===== src/rtl/dpt_pkg.sv =====
// ----------------------------------------------------------------------------
// dpt_pkg
// Shared types and constants of the drum pad trigger to MIDI block.
// ----------------------------------------------------------------------------
`default_nettype none

package dpt_pkg;

    localparam int SAMPLE_BITS = 10;
    localparam int TIME_BITS   = 16;
    localparam int VEL_SHIFT   = SAMPLE_BITS - 7;
    localparam int MAX_EVENTS  = 8;
    localparam int PAD_SLOTS   = 7;
    localparam int CFG_BITS    = 16;

    localparam logic [2:0] HIHAT_SLOT = 3'd6;

    localparam logic [1:0] PH_IDLE = 2'd0;
    localparam logic [1:0] PH_WAIT = 2'd1;
    localparam logic [1:0] PH_ON   = 2'd2;

    localparam logic [1:0] POS_OPEN   = 2'd0;
    localparam logic [1:0] POS_SEMI   = 2'd1;
    localparam logic [1:0] POS_CLOSED = 2'd2;

    localparam logic [6:0] NOTE_CRASH        = 7'd49;
    localparam logic [6:0] NOTE_TOM1         = 7'd50;
    localparam logic [6:0] NOTE_TOM2         = 7'd47;
    localparam logic [6:0] NOTE_TOM3         = 7'd41;
    localparam logic [6:0] NOTE_RIDE         = 7'd51;
    localparam logic [6:0] NOTE_KICK         = 7'd35;
    localparam logic [6:0] NOTE_HIHAT_OPEN   = 7'd46;
    localparam logic [6:0] NOTE_HIHAT_CLOSED = 7'd42;
    localparam logic [6:0] NOTE_PEDAL        = 7'd44;
    localparam logic [6:0] VEL_MAX           = 7'd127;

    localparam logic [2:0] CFG_NOTE_THRESHOLD   = 3'd0;
    localparam logic [2:0] CFG_NOTE_HOLD        = 3'd1;
    localparam logic [2:0] CFG_PEDAL_OPEN       = 3'd2;
    localparam logic [2:0] CFG_PEDAL_CLOSED     = 3'd3;
    localparam logic [2:0] CFG_PEDAL_WINDOW     = 3'd4;
    localparam logic [2:0] CFG_PEDAL_VEL_DIV    = 3'd5;

    typedef struct packed {
        logic [SAMPLE_BITS-1:0] crash_level;
        logic [SAMPLE_BITS-1:0] tom1_level;
        logic [SAMPLE_BITS-1:0] tom2_level;
        logic [SAMPLE_BITS-1:0] tom3_level;
        logic [SAMPLE_BITS-1:0] ride_level;
        logic [SAMPLE_BITS-1:0] kick_level;
        logic [SAMPLE_BITS-1:0] hihat_level;
        logic [SAMPLE_BITS-1:0] pedal_level;
        logic [TIME_BITS-1:0]   now_ticks;
    } in_item_t;

    typedef struct packed {
        logic       is_note_on;
        logic [6:0] note_number;
        logic [6:0] velocity;
        logic       last;
    } out_item_t;

    function automatic logic [6:0] slot_note(input logic [2:0] slot);
        logic [6:0] n;
        unique case (slot)
            3'd0:    n = NOTE_CRASH;
            3'd1:    n = NOTE_TOM1;
            3'd2:    n = NOTE_TOM2;
            3'd3:    n = NOTE_TOM3;
            3'd4:    n = NOTE_RIDE;
            3'd5:    n = NOTE_KICK;
            default: n = NOTE_HIHAT_OPEN;
        endcase
        return n;
    endfunction

endpackage

`default_nettype wire


===== src/rtl/drum_pad_trigger_to_midi.sv =====
// ----------------------------------------------------------------------------
// drum_pad_trigger_to_midi
// Drum pad trigger scanner producing MIDI note-on and note-off beats.
// ----------------------------------------------------------------------------
// A scan takes the sequencer through the regular pad steps, then the pedal, divider,
// hi-hat, pedal note-off and flush steps, the divider step only when a pedal close
// is timed, as the velocity drop comes from a one bit per cycle divider; the next
// scan is taken in idle. A full output queue stalls. Each event is held until the
// next one of its scan is found or the scan ends, then enters the output queue.
// Reset is asynchronous, active low: all pads idle, pedal open, registers at defaults.
`default_nettype none

module drum_pad_trigger_to_midi #(
    parameter int REGULAR_PADS = 6
) (
    input  wire logic                         clk,
    input  wire logic                         rst_n,
    input  wire logic                         in_valid,
    output logic                              in_ready,
    input  wire dpt_pkg::in_item_t            in_item,
    output logic                              out_valid,
    input  wire logic                         out_ready,
    output dpt_pkg::out_item_t                out_item,
    input  wire logic                         cfg_we,
    input  wire logic [2:0]                   cfg_index,
    input  wire logic [dpt_pkg::CFG_BITS-1:0] cfg_data
);
    import dpt_pkg::*;

    // The sequencer holds back each event until it knows whether a later one
    // follows, so the last flag is exact; the queue decouples the sequencer
    // from back pressure on the output channel.
    logic      q_push, q_ready;
    out_item_t q_item;

    dpt_front #(
        .REGULAR_PADS (REGULAR_PADS)
    ) u_front (
        .clk       (clk),
        .rst_n     (rst_n),
        .in_valid  (in_valid),
        .in_ready  (in_ready),
        .in_item   (in_item),
        .cfg_we    (cfg_we),
        .cfg_index (cfg_index),
        .cfg_data  (cfg_data),
        .q_push    (q_push),
        .q_item    (q_item),
        .q_ready   (q_ready)
    );

    dpt_queue u_queue (
        .clk        (clk),
        .rst_n      (rst_n),
        .push       (q_push),
        .push_item  (q_item),
        .push_ready (q_ready),
        .out_valid  (out_valid),
        .out_ready  (out_ready),
        .out_item   (out_item)
    );

endmodule

`default_nettype wire


===== src/rtl/dpt_div.sv =====
// ----------------------------------------------------------------------------
// dpt_div
// Restoring divider, one quotient bit per cycle, for the pedal velocity drop.
// ----------------------------------------------------------------------------
`default_nettype none

module dpt_div (
    input  wire logic                          clk,
    input  wire logic                          rst_n,
    input  wire logic                          start,
    input  wire logic [dpt_pkg::TIME_BITS-1:0] dividend,
    input  wire logic [dpt_pkg::TIME_BITS-1:0] divisor,
    output logic                               busy,
    output logic [dpt_pkg::TIME_BITS-1:0]      quotient
);
    import dpt_pkg::*;

    localparam int CNT_BITS = $clog2(TIME_BITS + 1);

    logic [TIME_BITS:0]    rem_reg, rem_next;
    logic [TIME_BITS-1:0]  quo_reg, quo_next;
    logic [TIME_BITS-1:0]  div_reg;
    logic [CNT_BITS-1:0]   cnt_reg;
    logic                  busy_reg;
    logic [TIME_BITS:0]    shifted;

    always_comb
    begin
        shifted = {rem_reg[TIME_BITS-1:0], quo_reg[TIME_BITS-1]};
        if (shifted >= {1'b0, div_reg})
        begin
            rem_next = shifted - {1'b0, div_reg};
            quo_next = {quo_reg[TIME_BITS-2:0], 1'b1};
        end
        else
        begin
            rem_next = shifted;
            quo_next = {quo_reg[TIME_BITS-2:0], 1'b0};
        end
    end

    always_ff @(posedge clk or negedge rst_n)
    begin
        if (!rst_n)
        begin
            busy_reg <= 1'b0;
            cnt_reg  <= '0;
            rem_reg  <= '0;
            quo_reg  <= '0;
            div_reg  <= TIME_BITS'(1);
        end
        else if (start)
        begin
            busy_reg <= 1'b1;
            cnt_reg  <= CNT_BITS'(TIME_BITS);
            rem_reg  <= '0;
            quo_reg  <= dividend;
            div_reg  <= (divisor == '0) ? TIME_BITS'(1) : divisor;
        end
        else if (busy_reg)
        begin
            rem_reg <= rem_next;
            quo_reg <= quo_next;
            cnt_reg <= cnt_reg - 1'b1;
            if (cnt_reg == CNT_BITS'(1))
            begin
                busy_reg <= 1'b0;
            end
        end
    end

    assign busy     = busy_reg;
    assign quotient = quo_reg;

endmodule

`default_nettype wire


===== src/rtl/dpt_queue.sv =====
// ----------------------------------------------------------------------------
// dpt_queue
// Small event queue between the scan sequencer and the output channel.
// ----------------------------------------------------------------------------
`default_nettype none

module dpt_queue (
    input  wire logic               clk,
    input  wire logic               rst_n,
    input  wire logic               push,
    input  wire dpt_pkg::out_item_t push_item,
    output logic                    push_ready,
    output logic                    out_valid,
    input  wire logic               out_ready,
    output dpt_pkg::out_item_t      out_item
);
    import dpt_pkg::*;

    localparam int DEPTH = 4;
    localparam int PTR_BITS = $clog2(DEPTH);

    out_item_t             mem_reg [0:DEPTH-1];
    logic [PTR_BITS-1:0]   head_reg, tail_reg;
    logic [PTR_BITS:0]     cnt_reg;
    logic                  do_push, do_pop;

    assign push_ready = (cnt_reg != (PTR_BITS+1)'(DEPTH));
    assign out_valid  = (cnt_reg != '0);
    assign out_item   = mem_reg[head_reg];
    assign do_push    = push && push_ready;
    assign do_pop     = out_valid && out_ready;

    always_ff @(posedge clk)
    begin
        if (do_push)
        begin
            mem_reg[tail_reg] <= push_item;
        end
    end

    always_ff @(posedge clk or negedge rst_n)
    begin
        if (!rst_n)
        begin
            head_reg <= '0;
            tail_reg <= '0;
            cnt_reg  <= '0;
        end
        else
        begin
            if (do_push)
            begin
                tail_reg <= tail_reg + 1'b1;
            end
            if (do_pop)
            begin
                head_reg <= head_reg + 1'b1;
            end
            if (do_push && !do_pop)
            begin
                cnt_reg <= cnt_reg + 1'b1;
            end
            else if (do_pop && !do_push)
            begin
                cnt_reg <= cnt_reg - 1'b1;
            end
        end
    end

endmodule

`default_nettype wire


===== src/rtl/dpt_front.sv =====
// ----------------------------------------------------------------------------
// dpt_front
// Scan sequencer: walks the pads, the pedal and the pedal note-off one step
// per cycle unless stalled by queue or divider; posts MIDI events to the queue.
// ----------------------------------------------------------------------------
`default_nettype none

module dpt_front #(
    parameter int REGULAR_PADS = 6
) (
    input  wire logic                         clk,
    input  wire logic                         rst_n,
    input  wire logic                         in_valid,
    output logic                              in_ready,
    input  wire dpt_pkg::in_item_t            in_item,
    input  wire logic                         cfg_we,
    input  wire logic [2:0]                   cfg_index,
    input  wire logic [dpt_pkg::CFG_BITS-1:0] cfg_data,
    output logic                              q_push,
    output dpt_pkg::out_item_t                q_item,
    input  wire logic                         q_ready
);
    import dpt_pkg::*;

    typedef enum logic [2:0] {
        S_IDLE, S_PAD, S_PEDAL, S_DIV, S_HIHAT, S_POFF, S_FLUSH
    } state_t;

    state_t                 state_reg;
    logic [2:0]             slot_reg;
    in_item_t               scan_reg;
    logic [3:0]             cnt_reg;
    logic                   pend_valid_reg;
    out_item_t              pend_reg;
    logic                   was_sounding_reg;

    logic [SAMPLE_BITS-1:0] thr_reg, open_lvl_reg, closed_lvl_reg;
    logic [TIME_BITS-1:0]   hold_reg, window_reg, vdiv_reg;

    logic [1:0]             phase_reg [0:PAD_SLOTS-1];
    logic [SAMPLE_BITS-1:0] peak_reg  [0:PAD_SLOTS-1];
    logic [TIME_BITS-1:0]   start_reg [0:PAD_SLOTS-1];
    logic                   closed_pitch_reg;
    logic [1:0]             pos_reg;
    logic [TIME_BITS-1:0]   open_time_reg, note_time_reg;
    logic                   sounding_reg, rearmed_reg;

    logic [SAMPLE_BITS-1:0] lv;
    logic [1:0]             ph;
    logic [TIME_BITS-1:0]   pad_el, open_el, note_el, quotient;
    logic [6:0]             note_cur, ped_vel;
    logic                   ev_req, room, step_go, fire, div_busy, div_start;
    logic                   hh_free, ped_open, ped_semi;
    out_item_t              ev_item;

    always_comb
    begin
        unique case (slot_reg)
            3'd0:    lv = scan_reg.crash_level;
            3'd1:    lv = scan_reg.tom1_level;
            3'd2:    lv = scan_reg.tom2_level;
            3'd3:    lv = scan_reg.tom3_level;
            3'd4:    lv = scan_reg.ride_level;
            3'd5:    lv = scan_reg.kick_level;
            default: lv = scan_reg.hihat_level;
        endcase
    end

    assign ph       = phase_reg[slot_reg];
    assign pad_el   = scan_reg.now_ticks - start_reg[slot_reg];
    assign open_el  = scan_reg.now_ticks - open_time_reg;
    assign note_el  = scan_reg.now_ticks - note_time_reg;
    assign note_cur = (state_reg == S_HIHAT)
                      ? (closed_pitch_reg ? NOTE_HIHAT_CLOSED : NOTE_HIHAT_OPEN)
                      : slot_note(slot_reg);
    assign ped_vel  = (quotient >= TIME_BITS'(127))
                      ? 7'd0 : (VEL_MAX - quotient[6:0]);
    assign hh_free  = (phase_reg[HIHAT_SLOT] != PH_WAIT) &&
                      (phase_reg[HIHAT_SLOT] != PH_ON);
    assign ped_open = scan_reg.pedal_level > open_lvl_reg;
    assign ped_semi = scan_reg.pedal_level > closed_lvl_reg;

    // One candidate event per step.
    always_comb
    begin
        ev_req  = 1'b0;
        ev_item = '0;
        unique case (state_reg)
            S_PAD, S_HIHAT:
            begin
                ev_item.note_number = note_cur;
                if (ph == PH_WAIT && lv <= peak_reg[slot_reg])
                begin
                    ev_req             = 1'b1;
                    ev_item.is_note_on = 1'b1;
                    ev_item.velocity   = peak_reg[slot_reg][SAMPLE_BITS-1:VEL_SHIFT];
                end
                else if (ph == PH_ON && pad_el >= hold_reg)
                begin
                    ev_req = 1'b1;
                end
            end
            S_DIV:
            begin
                ev_req              = !div_busy;
                ev_item.is_note_on  = 1'b1;
                ev_item.note_number = NOTE_PEDAL;
                ev_item.velocity    = ped_vel;
            end
            S_POFF:
            begin
                ev_req              = was_sounding_reg && (note_el >= hold_reg);
                ev_item.note_number = NOTE_PEDAL;
            end
            default:
            begin
                ev_req = 1'b0;
            end
        endcase
    end

    assign room     = (cnt_reg < 4'(MAX_EVENTS));
    assign step_go  = !pend_valid_reg || q_ready;
    assign fire     = ev_req && room && step_go;
    assign in_ready = (state_reg == S_IDLE);
    assign div_start = (state_reg == S_PEDAL) && hh_free && !ped_open && !ped_semi &&
                       rearmed_reg && (open_el <= window_reg);

    // The held event goes out once its successor exists or the scan ends.
    always_comb
    begin
        q_push = 1'b0;
        q_item = pend_reg;
        if (state_reg == S_FLUSH)
        begin
            q_push      = pend_valid_reg && q_ready;
            q_item.last = 1'b1;
        end
        else if (fire && pend_valid_reg)
        begin
            q_push      = 1'b1;
            q_item.last = 1'b0;
        end
    end

    dpt_div u_div (
        .clk      (clk),
        .rst_n    (rst_n),
        .start    (div_start),
        .dividend (open_el),
        .divisor  (vdiv_reg),
        .busy     (div_busy),
        .quotient (quotient)
    );

    always_ff @(posedge clk or negedge rst_n)
    begin
        if (!rst_n)
        begin
            state_reg        <= S_IDLE;
            slot_reg         <= '0;
            scan_reg         <= '0;
            cnt_reg          <= '0;
            pend_valid_reg   <= 1'b0;
            pend_reg         <= '0;
            was_sounding_reg <= 1'b0;
            thr_reg          <= SAMPLE_BITS'(10);
            hold_reg         <= TIME_BITS'(7812);
            open_lvl_reg     <= SAMPLE_BITS'(930);
            closed_lvl_reg   <= SAMPLE_BITS'(600);
            window_reg       <= TIME_BITS'(7812);
            vdiv_reg         <= TIME_BITS'(62);
            for (int i = 0; i < PAD_SLOTS; i++)
            begin
                phase_reg[i] <= PH_IDLE;
                peak_reg[i]  <= '0;
                start_reg[i] <= '0;
            end
            closed_pitch_reg <= 1'b0;
            pos_reg          <= POS_OPEN;
            open_time_reg    <= '0;
            note_time_reg    <= '0;
            sounding_reg     <= 1'b0;
            rearmed_reg      <= 1'b0;
        end
        else
        begin
            if (cfg_we)
            begin
                unique case (cfg_index)
                    CFG_NOTE_THRESHOLD: thr_reg        <= cfg_data[SAMPLE_BITS-1:0];
                    CFG_NOTE_HOLD:      hold_reg       <= cfg_data[TIME_BITS-1:0];
                    CFG_PEDAL_OPEN:     open_lvl_reg   <= cfg_data[SAMPLE_BITS-1:0];
                    CFG_PEDAL_CLOSED:   closed_lvl_reg <= cfg_data[SAMPLE_BITS-1:0];
                    CFG_PEDAL_WINDOW:   window_reg     <= cfg_data[TIME_BITS-1:0];
                    CFG_PEDAL_VEL_DIV:  vdiv_reg       <= cfg_data[TIME_BITS-1:0];
                    default:            thr_reg        <= thr_reg;
                endcase
            end

            if (fire)
            begin
                pend_valid_reg <= 1'b1;
                pend_reg       <= ev_item;
                cnt_reg        <= cnt_reg + 1'b1;
            end

            unique case (state_reg)
                S_IDLE:
                begin
                    if (in_valid)
                    begin
                        scan_reg         <= in_item;
                        slot_reg         <= '0;
                        cnt_reg          <= '0;
                        was_sounding_reg <= sounding_reg;
                        state_reg        <= S_PAD;
                    end
                end
                S_PAD, S_HIHAT:
                begin
                    if (step_go)
                    begin
                        if (ph == PH_WAIT)
                        begin
                            if (lv > peak_reg[slot_reg])
                            begin
                                peak_reg[slot_reg] <= lv;
                            end
                            else if (fire)
                            begin
                                start_reg[slot_reg] <= scan_reg.now_ticks;
                                phase_reg[slot_reg] <= PH_ON;
                            end
                        end
                        else if (ph == PH_ON)
                        begin
                            if (fire)
                            begin
                                phase_reg[slot_reg] <= PH_IDLE;
                            end
                        end
                        else if (lv >= thr_reg)
                        begin
                            peak_reg[slot_reg]  <= lv;
                            phase_reg[slot_reg] <= PH_WAIT;
                        end
                        if (state_reg == S_HIHAT)
                        begin
                            state_reg <= S_POFF;
                        end
                        else if (slot_reg == 3'(REGULAR_PADS - 1))
                        begin
                            slot_reg  <= HIHAT_SLOT;
                            state_reg <= S_PEDAL;
                        end
                        else
                        begin
                            slot_reg <= slot_reg + 1'b1;
                        end
                    end
                end
                S_PEDAL:
                begin
                    if (ped_open)
                    begin
                        pos_reg       <= POS_OPEN;
                        open_time_reg <= scan_reg.now_ticks;
                        rearmed_reg   <= 1'b1;
                    end
                    else if (ped_semi)
                    begin
                        pos_reg <= POS_SEMI;
                    end
                    else
                    begin
                        pos_reg <= POS_CLOSED;
                    end
                    if (hh_free)
                    begin
                        closed_pitch_reg <= !ped_open && !ped_semi;
                    end
                    state_reg <= div_start ? S_DIV : S_HIHAT;
                end
                S_DIV:
                begin
                    if (!div_busy && step_go)
                    begin
                        if (fire)
                        begin
                            sounding_reg  <= 1'b1;
                            note_time_reg <= scan_reg.now_ticks;
                            rearmed_reg   <= 1'b0;
                        end
                        state_reg <= S_HIHAT;
                    end
                end
                S_POFF:
                begin
                    if (step_go)
                    begin
                        if (fire)
                        begin
                            sounding_reg <= 1'b0;
                        end
                        state_reg <= S_FLUSH;
                    end
                end
                S_FLUSH:
                begin
                    if (!pend_valid_reg)
                    begin
                        state_reg <= S_IDLE;
                    end
                    else if (q_ready)
                    begin
                        pend_valid_reg <= 1'b0;
                        state_reg      <= S_IDLE;
                    end
                end
                default:
                begin
                    state_reg <= S_IDLE;
                end
            endcase
        end
    end

    // A scan never yields more events than the limit.
    assert property (@(posedge clk) disable iff (!rst_n)
        cnt_reg <= 4'(MAX_EVENTS))
        else $error("event count above limit");

    // No event is held over from one scan into the next.
    assert property (@(posedge clk) disable iff (!rst_n)
        state_reg == S_IDLE |-> !pend_valid_reg)
        else $error("held event left at scan end");

    // Events are only posted when the queue has room.
    assert property (@(posedge clk) disable iff (!rst_n)
        q_push |-> q_ready)
        else $error("push into full queue");

    // A timed pedal close starts the divider and moves to S_DIV, where the pedal note-on waits for it.
    assert property (@(posedge clk) disable iff (!rst_n)
        div_start |=> state_reg == S_DIV && div_busy)
        else $error("divider not started");

endmodule

`default_nettype wire


===== config.mk =====
export PLATFORM = sky130hd
export DESIGN_NAME = drum_pad_trigger_to_midi
export DESIGN_NICKNAME = d
export VERILOG_FILES = /design/src/rtl/dpt_pkg.sv /design/src/rtl/drum_pad_trigger_to_midi.sv /design/src/rtl/dpt_div.sv /design/src/rtl/dpt_queue.sv /design/src/rtl/dpt_front.sv
export SDC_FILE = /design/constraint.sdc
export NUM_CORES = 1
export LEC_CHECK = 0
export BUFFER_PORTS_ARGS = -buffer_cell sky130_fd_sc_hd__clkbuf_2
export CORE_ASPECT_RATIO = 1.2
export CORE_MARGIN = 2
export CORE_UTILIZATION = 34
export CTS_BUF_LIST = sky130_fd_sc_hd__clkbuf_16
export CTS_CLUSTER_DIAMETER = 40
export DETAILED_ROUTE_END_ITERATION = 10
export HOLD_SLACK_MARGIN = 0.06
export PLACE_DENSITY_LB_ADDON = 0.3
export SETUP_SLACK_MARGIN = 0.15
export SYNTH_ARGS = -nofsm -noshare
export SYNTH_HDL_FRONTEND = slang
export SYNTH_SLANG_ARGS = --single-unit

===== constraint.sdc =====
create_clock -name clk -period 8.2 [get_ports clk]
set_clock_uncertainty 0.1 [all_clocks]
set_input_delay 1.23 -clock clk [delete_from_list [all_inputs] [get_ports clk]]
set_output_delay 1.23 -clock clk [all_outputs]
set_load 0.01 [all_outputs]

# After elaboration in Yosys (flattened, before gate mapping)

Memories as Yosys holds them, arrays and structs flattened.
Index checks and enable logic that the tools add are counted.

Word-level logic and storage cells: 277
Input bits: 120
Output and inout port bits: 18
Bits in writable memories: 64
Memories kept: 1
Register bits after elaboration: 493

Mux-type cells: 89
Reductions and logical operators: 58
$add $sub $neg: 12
Eq/ne operators: 37
Bitwise gates (word level): 10
Order comparisons: 13

Memory list:

| name            | words | bits a word | read ports | clocked after Yosys merged registers in | wr ports | line            | RTL |
|---|---|---|---|---|---|---|---|
| u_queue.mem_reg | 4     | 16          | 1          | 0                                       | 1        | dpt_queue.sv:22 | `out_item_t mem_reg [0:DEPTH-1];` |

Operator list:

| kind                                                            | count |
|---|---|
| 70-bit two-way mux                                              | 4 |
| 16-bit two-way mux                                              | 9 |
| 112-bit bitwise mux                                             | 1 |
| 14-bit two-way mux                                              | 6 |
| 70-bit bitwise mux                                              | 1 |
| 16-bit subtractor                                               | 4 |
| 10-bit case mux with 6 select lines                             | 1 |
| 16-bit binary-select mux with 3-bit select                      | 1 |
| 16-bit demux with 3-bit select                                  | 1 |
| 3-bit two-way mux                                               | 16 |
| 16-bit >= comparator                                            | 2 |
| 10-bit binary-select mux with 3-bit select                      | 1 |
| 10-bit demux with 3-bit select                                  | 1 |
| 10-bit > comparator                                             | 3 |
| 10-bit two-way mux                                              | 3 |
| 5-bit case mux with 6 select lines                              | 1 |
| 7-bit case mux with 2 select lines                              | 2 |
| 1-bit two-way mux                                               | 22 |
| 3-bit == test, second input constant                            | 7 |
| 7-bit two-way mux                                               | 3 |
| 1-bit logical AND                                               | 20 |
| 2-bit by 1-bit != test with 1-bit output, second input constant | 10 |
| 3-bit by 2-bit == test with 1-bit output, second input constant | 6 |
| 3-bit case mux with 6 select lines                              | 1 |
| 49 further kinds                                                | 93 |

# Depth between registers and ports, before layout

Gate-level depths: netlist (run 1).

Word-level depth: 20
Gate-level depth with buffers: 33

# By module

Synthesis (run 1) repeated with hierarchy kept, for this count alone.

Cells, all modules: 2506
Area, all modules: 28589.9 sq um

By module, submodules not included:

| module    | instances | area an instance (sq um) | cells each |
|---|---|---|---|
| dpt_front | 1         | 22564.1                  | 2022 |
| dpt_div   | 1         | 3265.6                   | 365 |
| dpt_queue | 1         | 2760.1                   | 119 |

# Worst setup path before layout (run 1)

OpenSTA, ideal clock, no wires.

Path type: reg-to-reg
Start: reg u_front.slot_reg[1]
End: mem u_queue.mem_reg[0][0] in the netlist's numbering (enable)
Library setup time: 0.409 ns
Cell stages (with the launch flop): 27
Required time: 7.691 ns
Arrival time: 6.618 ns
Setup slack: 1.073 ns
Cells stage by stage: dfrtp_1 > buf_4 > buf_2 > buf_1 > buf_1 > buf_2 > mux4_2 > nand2_1 > o21ai_0 > ha_1 > inv_1 > fa_1 > a21o_1 > a21oi_1 > nor2b_1 > o21a_1 > o41ai_1 > o21ai_0 > nand4_1 > o311ai_0 > ha_1 > and4_1 > o2111ai_1 > o21a_1 > o211ai_2 > a21oi_1 > nor3b_1

Word-level cells in the longest chain between the ends: 18

Ends and longest elaborated chain:

| element                                                | line                                              | RTL |
|---|---|---|
| from (decl)                                            | dpt_front.sv:30                                   | `logic [2:0] slot_reg;` |
| from (signal assigned)                                 | dpt_front.sv:259                                  | `slot_reg <= slot_reg + 1'b1;` |
| 3-bit inverter with 4-bit output (not written as such) | dpt_front.sv:69, dpt_front.sv:70, dpt_front.sv:92 |  |
| 16-bit binary-select mux with 3-bit select             | dpt_front.sv:70                                   | `assign pad_el = scan_reg.now_ticks - start_reg[slot_reg];` |
| 16-bit two-way mux (not written as such) (2 in a row)  | dpt_front.sv:70                                   |  |
| 16-bit subtractor                                      | dpt_front.sv:70                                   |  |
| 16-bit >= comparator                                   | dpt_front.sv:98                                   | `else if (ph == PH_ON && pad_el >= hold_reg)` |
| 1-bit logical AND                                      | dpt_front.sv:98                                   |  |
| 1-bit two-way mux                                      | dpt_front.sv:98                                   |  |
| 1-bit two-way mux (*)                                  | dpt_front.sv:92                                   | `if (ph == PH_WAIT && lv <= peak_reg[slot_reg])` |
| 1-bit case mux with 3 select lines (*)                 | dpt_front.sv:88                                   | `unique case (state_reg)` |
| 1-bit logical AND (*) (2 in a row)                     | dpt_front.sv:124                                  | `assign fire = ev_req && room && step_go;` |
| 1-bit logical AND (*)                                  | dpt_front.sv:139                                  | `else if (fire && pend_valid_reg)` |
| 1-bit two-way mux (*)                                  | dpt_front.sv:139                                  |  |
| 1-bit two-way mux (*)                                  | dpt_front.sv:134                                  | `if (state_reg == S_FLUSH)` |
| 1-bit logical AND (*)                                  | dpt_queue.sv:30                                   | `assign do_push = push && push_ready;` |
| 1-bit two-way mux (*)                                  | dpt_queue.sv:35                                   | `if (do_push)` |
| 1-bit two-way mux (not written as such) (*)            | dpt_queue.sv:37                                   | `mem_reg[tail_reg] <= push_item;` |
| to (decl)                                              | dpt_queue.sv:22                                   |  |

Every way passes the cells marked *; elsewhere a longest branch is shown, timed or not. The select of a mux whose other input is x is not followed.

# Final worst setup path (run 1)

Start: reg u_front.slot_reg[0]
End: reg u_queue.cnt_reg[2]

RTL lines:

| element                                     | line             | RTL |
|---|---|---|
| 3-bit == test, or another cell as far along | dpt_front.sv:58  | `unique case (slot_reg)` |
| 10-bit case mux with 6 select lines (*)     | dpt_front.sv:58  |  |
| net u_front.lv[7]                           | dpt_front.sv:48  | `logic [SAMPLE_BITS-1:0] lv;` |
| 10-bit <= comparator (*)                    | dpt_front.sv:92  |  |
| 1-bit logical AND (*)                       | dpt_front.sv:92  |  |
| 1-bit two-way mux (*)                       | dpt_front.sv:92  |  |
| 1-bit case mux with 3 select lines (*)      | dpt_front.sv:88  |  |
| 1-bit logical AND (*) (2 in a row)          | dpt_front.sv:124 |  |
| 1-bit logical AND (*)                       | dpt_front.sv:139 |  |
| 1-bit two-way mux (*)                       | dpt_front.sv:139 |  |
| 1-bit two-way mux (*)                       | dpt_front.sv:134 |  |
| 1-bit logical AND (*)                       | dpt_queue.sv:30  |  |
| net u_queue.do_push                         | dpt_queue.sv:25  | `logic do_push, do_pop;` |
| 1-bit logical NOT                           | dpt_queue.sv:63  | `else if (do_pop && !do_push)` |
| 1-bit logical AND                           | dpt_queue.sv:63  |  |
| 2-bit nonzero test (no line)                | n/a              |  |
| to (signal assigned)                        | dpt_queue.sv:61  | `cnt_reg <= cnt_reg + 1'b1;` |
| to (signal assigned)                        | dpt_queue.sv:65  | `cnt_reg <= cnt_reg - 1'b1;` |
| to (decl)                                   | dpt_queue.sv:24  | `logic [PTR_BITS:0] cnt_reg;` |

Mark *: on every way through the listed nets, which the timed path passes. The rest lies on a longest branch. The select of a mux whose other input is x is not followed.
A chain may end at the register's enable or synchronous reset.

==> out/metrics.yaml, run 1 <==
sta:
  grt_setup_unrepaired: "false"
  finalHoldViolCount: 0
  worst_slew_pin_slew_ns: 1.15
  drv_slew: 0
  slew-limit-headroom_pct: 22.8
  fin_crit_ns: 6.93
  min_period_over_period_pct: 84.6
  max_clock_freq_ghz: 0.144
  totalNegativeSetupSlack_ns: 0
  setup_viol: 0
  setup_slack_ns: 1.27
clock_tree:
  numCtsBuffers: 91
  clock_sinks: 552
  h-tree-depth: 3
  insertion_delay_ns: 0.64
  cts_root_buf: "clkbuf_16"
  path_clk_slew_ns: 0.06
  cts_tree: "done"
  cts_resized: 0
  cts_setup_buffers: 0
  clk_path_buf_depth: 3
  cts-hold-fix-buffers: 0
hold_path:
  hold_class: "reg2reg"
  min_from: "u_front.start_reg[45]"
power:
  p_int_mw: 9.31
  combPwrFrac_pct: 47.5
  p_leak_nw: 15.1
  p_seq_share_pct: 27.1
  p_switching_mw: 6.12
  worst_ir_drop_vdd_mv: 0.209
  powerDensity_mw_per_mm2: 454
  clkPwrFrac_pct: 25.4
  switching_share_pct: 39.7
detailed_routing:
  drt_iter0_drc: 1166
  routed_via_density: 5.23
  first_pass_iters: 7
  drt_wl_total_mm: 75.2
  drc: 0
  ant_nets: 0
  wl_per_cell_um: 20.0
  vias: 19700
worst_setup_path:
  cp_max_fo: 21
  regToRegStartpoint: "u_front.slot_reg[0]"
  crit_required_ns: 8.64
  worst_setup_path_start_kind: "flip-flop"
  end_kind: "flip-flop"
  cp_data_arrival_time_ns: 7.38
  critPathLaunch: "u_front.slot_reg[0]"
  crit_type: "reg2reg"
status:
  outcome: "complete, no violations"
synthesis:
  syn_nets: 2703
  ys_ff_latch: 552
  synth_area_per_cell_um2: 12.0
  synth_top_area_share_pct: 40.2
  syn_area_mm2: 0.0288
  synth_cells: 2407
  yosys.area.top_type: "dfrtp_1"
  synth_edf_count: 60
  ys_seq_area_share_pct: 49.1
  synth.distinct_cells: 84
  ys_async_sr_fraction_pct: 89.1
  synth-main-ff-cell: "dfrtp_1"
  synth.area.top_cells: "dfrtp_1 (40%), mux2_2 (14%), ha_1 (7.4%)"
  synth_warnings: 0
final_layout:
  drive_above_1_share_pct: 30.8
  diodes: 0
  areaGrowthSynthToFinish_pct: 18.0
  largest_reg_flops: 112
  layout_commonest_cell: "dfrtp_1"
  layout_common_cells: "dfrtp_1 (459), mux2_2 (368), ha_1 (171)"
  nNetsFinal: 2861
job:
  drv_cap: 0
place:
  numPortBuffers: 136
  pre_cts_ws_ns: 1.33
  hpwlAfterDp_mm: 52.3
  place_congestion: 0.859
die:
  die_w_um: 270
  core_area_mm2: 0.0837
  io-pin-count: 138
  start_util_pct: 34.4
  die-area_mm2: 0.0871
  dieHeight_um: 323
  rows: 116
global_route:
  overflow: 0
  grt_pass1_vias: 20800
  grt_max_degree: 144
  grt_pass1_wl_mm: 119
  track_usage_pct: 17.3
  antenna_found_initial: 4
-- logic make-up (layout without fill, tap and decap cells) --
kind of cell	after synthesis	after routing	synth area share, %
flops	552	552	49.1
buf+inv	263	499	3.59
xor+xnor	64	64	1.94
compound gates	483	483	11.1
simple gates	410	410	7.07
other cells	1	1	0.0130
mux	458	458	19.4
fa+ha+maj	176	176	7.77
-- power by group through the flow --
stage	sequential [mW]	clock (mW)	combinational, mW
finish	4.18	3.92	7.33
CTS	4.19	4.00	7.38
global route	4.29	4.12	8.17
floorplan	3.97	0	5.40
global placement	4.18	0	7.12
detailed placement	4.23	0	7.34
-- final timing paths --
check                                         to  slack, ns  depth (start not counted)
max                           u_queue.cnt_reg[2]       1.27                         23
min                        u_front.start_reg[45]       0.38                          1
max reg2reg                   u_queue.cnt_reg[2]       1.27                         23
min reg2reg                u_front.start_reg[45]       0.38                          1
max in group asynchronous    u_queue.head_reg[0]       5.96                          2
min in group asynchronous  u_front.start_reg[88]       0.57                          1
-- layout make-up --
cell class              instances  area, um2
inverters                     150        563
well taps                    1121       1400
fillers                      7894      49700
multi-input cells            1592      13700
flip-flops and latches        552      14200
repair buffers                178       1030
clock inverters                78        828
clock buffers                  93       2330
-- worst max-delay path, cell delays in order (launching register included) --
cell and delay (ns):
dfrtp_2 0.56, inv_1 0.43, buf_4 0.40, ha_1 0.30, nor2b_1 0.68, a221o_1 0.25, a221oi_1 0.05, a21oi_1 0.67
ha_1 0.37, a21oi_1 0.18, o21ai_0 0.12, a2111oi_2 0.46, o211ai_4 0.36, o21a_1 0.26, o211ai_2 0.13, a21oi_1 0.11
buf_4 0.17, nor2_1 0.10, ha_1 0.20, inv_1 0.07, fa_1 0.37, xor2_1 0.17, nor2_1 0.11, xor2_1 0.17
-- per-layer routing --
metal / vias up / share of wire [%] / routed length (um) / track usage, %
li1: 9110 / - / - / -
met1: 9967 / 43 / 32200 / 21.6
met2: 491 / 50 / 37700 / 30.6
met3: 133 / 4.3 / 3260 / 2.52
met4: 0 / 2.7 / 2060 / 6.42
met5: - / 0 / 0 / 0
-- per-stage QoR --
| step | utilization (%) | total power, mW | instances | hold WS (ns) | cell area (um2) |
|---|---|---|---|---|---|
| global route | 40.6 | 16.6 | 3764 | 0.394 | 34000 |
| CTS | 40.6 | 15.6 | 3764 | 0.381 | 34000 |
| finish | 40.6 | 15.4 | 3764 | 0.376 | 34000 |
| detailed placement | 36.8 | 11.6 | 3593 | 0.371 | 30800 |
| global placement | 36.8 | 11.3 | 3593 | 0.363 | 30800 |
| floorplan | - | 9.37 | 2407 | 0.352 | 28800 |
-- Yosys cell counts, drive strengths merged (42+ instances only) --
| cell | instances |
|---|---|
| mux2 | 386 |
| edfxtp | 60 |
| dfrtp | 463 |
| a21oi | 113 |
| inv | 149 |
| nand2 | 152 |
| o21ai | 162 |
| clkbuf | 78 |
| xnor2 | 42 |
| mux4 | 42 |
| nor2 | 79 |
| ha | 171 |
(Power assumes the default switching activity.)
==> run 2, diff against run 1 <==
==> constraint.sdc (replaced) <==
create_clock -name clk -period 7.3 [get_ports clk]
set_clock_uncertainty 0.1 [all_clocks]
set_input_delay 1.095 -clock clk [delete_from_list [all_inputs] [get_ports clk]]
set_output_delay 1.095 -clock clk [all_outputs]
set_load 0.01 [all_outputs]
==> out/metrics.yaml, run 2 (synthesis gave the netlist of run 1 again) <==
global_route:
  grt_pass1_vias: 20700
  grt_max_degree: 169
  overflow: 0
  track_usage_pct: 17.2
  grt_pass1_wl_mm: 117
  antenna_found_initial: 0
worst_setup_path:
  r2r_setup_slack_ns: 0.64
  worst_setup_path_start_kind: "flip-flop"
  cp_data_arrival_time_ns: 7.07
  cp_max_fo: 22
  regToRegStartpoint: "u_front.slot_reg[1]"
  crit_type: "reg2reg"
  r2r_cells: 25
  r2r_end: "u_queue.cnt_reg[1]"
  crit_required_ns: 7.71
  end_kind: "flip-flop"
clock_tree:
  path_clk_slew_ns: 0.05
  clock_sinks: 552
  h-tree-depth: 3
  numCtsBuffers: 88
  insertion_delay_ns: 0.65
  clk_path_buf_depth: 3
  cts_resized: 0
  cts_root_buf: "clkbuf_16"
  cts_setup_buffers: 0
  cts_tree: "done"
  cts-hold-fix-buffers: 0
job:
  drv_cap: 0
sta:
  setup_viol: 0
  max_clock_freq_ghz: 0.150
  finalHoldViolCount: 0
  drv_slew: 0
  worst_slew_pin_slew_ns: 1.03
  slew-limit-headroom_pct: 30.5
  totalNegativeSetupSlack_ns: 0
  grt_setup_unrepaired: "false"
  hold-worst-slack_ns: 0.255
  min_period_over_period_pct: 91.2
  fin_crit_ns: 6.66
final_layout:
  nFillCells: 7932
  layout_common_cells: "dfrtp_1 (459), mux2_2 (368), ha_1 (171)"
  areaGrowthSynthToFinish_pct: 18.2
  nNetsFinal: 2873
  register_area_mm2: 0.0142
  multi_input_area_mm2: 0.0137
  layout_commonest_cell: "dfrtp_1"
  largest_reg_flops: 112
  drive_above_1_share_pct: 31.2
  final_area_mm2: 0.0341
detailed_routing:
  first_pass_iters: 5
  drc: 0
  routed_via_density: 5.19
  drt_wl_total_mm: 74.1
  ant_nets: 0
  wl_per_cell_um: 19.6
  vias: 19600
  drt_iter0_drc: 1197
power:
  powerDensity_mw_per_mm2: 509
  switching_share_pct: 39.7
  p_leak_nw: 15.1
  combPwrFrac_pct: 48.0
  p_total_mw: 17.3
  clkPwrFrac_pct: 25.0
  p_int_mw: 10.5
  p_seq_share_pct: 27.0
  worst_ir_drop_vdd_mv: 0.243
  p_switching_mw: 6.88
die:
  start_util_pct: 34.4
  die_w_um: 270
  dieHeight_um: 323
  die-area_mm2: 0.0871
  rows: 116
  core_area_mm2: 0.0837
  io-pin-count: 138
place:
  place_congestion: 0.835
  post_dp_cell_area_mm2: 0.0310
  numPortBuffers: 136
  hpwlAfterDp_mm: 51.4
hold_path:
  hold_class: "in2async"
status:
  outcome: "complete, no violations"
[run 2: cell count changes in the layout (fill, tap and decap cells not counted), sizes merged]
cell / previous run / this run
clkbuf: 228 / 223
diode: 0 / 1
bufinv: 14 / 16
clkinv: 31 / 27
buf: 43 / 58
clkinvlp: 8 / 12
inv: 175 / 173
[run 2: worst max path at each step]
stage	startpoint	to	slack, ns
2_1_floorplan	u_front.slot_reg[1]	u_queue.mem_reg[0][0]	0.17
3_3_place_gp	u_front.slot_reg[0]	u_queue.cnt_reg[1]	0.66
3_5_place_dp	u_front.slot_reg[0]	u_queue.cnt_reg[1]	0.63
4_1_cts	u_front.slot_reg[0]	u_queue.cnt_reg[1]	0.61
5_1_grt	u_front.slot_reg[1]	u_queue.cnt_reg[1]	0.24
6_report	u_front.slot_reg[1]	u_queue.cnt_reg[1]	0.64
[run 2: area by class of cell]
class / count / share of cell area (%)
diodes: 1 / 0.00734
clock buffers: 88 / 6.46
clock inverters: 78 / 2.61
inverters: 150 / 1.65
multi-input cells: 1592 / 40.2
flip-flops and latches: 552 / 41.5
well taps: 1121 / 4.12
repair buffers: 193 / 3.39
[run 2: worst max-delay path: stages (launching register included)]
cell and delay, ns:
dfrtp_2 0.76, buf_4 0.35, mux2_2 0.36, a221o_1 0.29
o21ai_0 0.13, ha_1 0.32, a21oi_1 0.22, nor2b_1 0.07
o21a_1 0.19, o41ai_1 0.27, buf_4 0.19, o21bai_1 0.06
a21o_1 0.19, xor2_1 0.14, ha_1 0.29, a21o_1 0.16
a221o_1 0.34, a221oi_1 0.31, o21a_1 0.28, o211ai_2 0.18
a21oi_1 0.23, nor2_1 0.08, ha_1 0.22, inv_1 0.08
fa_1 0.42, mux2_2 0.27
[run 2: per-layer routing]
layer | track usage [%] | up-vias | wire (um)
li1 | - | 9131 | -
met1 | 21.5 | 9871 | 31900
met2 | 29.5 | 453 | 36500
met3 | 3.13 | 133 | 3410
met4 | 6.53 | 0 | 2250
met5 | 0 | - | 0
[run 2: stage by stage]
stage	utilization [%]	worst slack [ns]	instances
3_3_place_gp	37.0	0.662	3608
4_1_cts	40.7	0.614	3774
6_report	40.7	0.644	3775
3_5_place_dp	37.0	0.629	3608
5_1_grt	40.7	0.239	3774
2_1_floorplan	-	0.173	2407
[run 2: power by group through the flow]
stage | Clock [mW] | Sequential (mW) | Combinational (mW)
floorplan | 0 | 4.46 | 6.07
CTS | 4.44 | 4.70 | 8.39
global placement | 0 | 4.70 | 8.12
detailed placement | 0 | 4.74 | 8.33
finish | 4.33 | 4.69 | 8.32
global route | 4.59 | 4.82 | 9.26
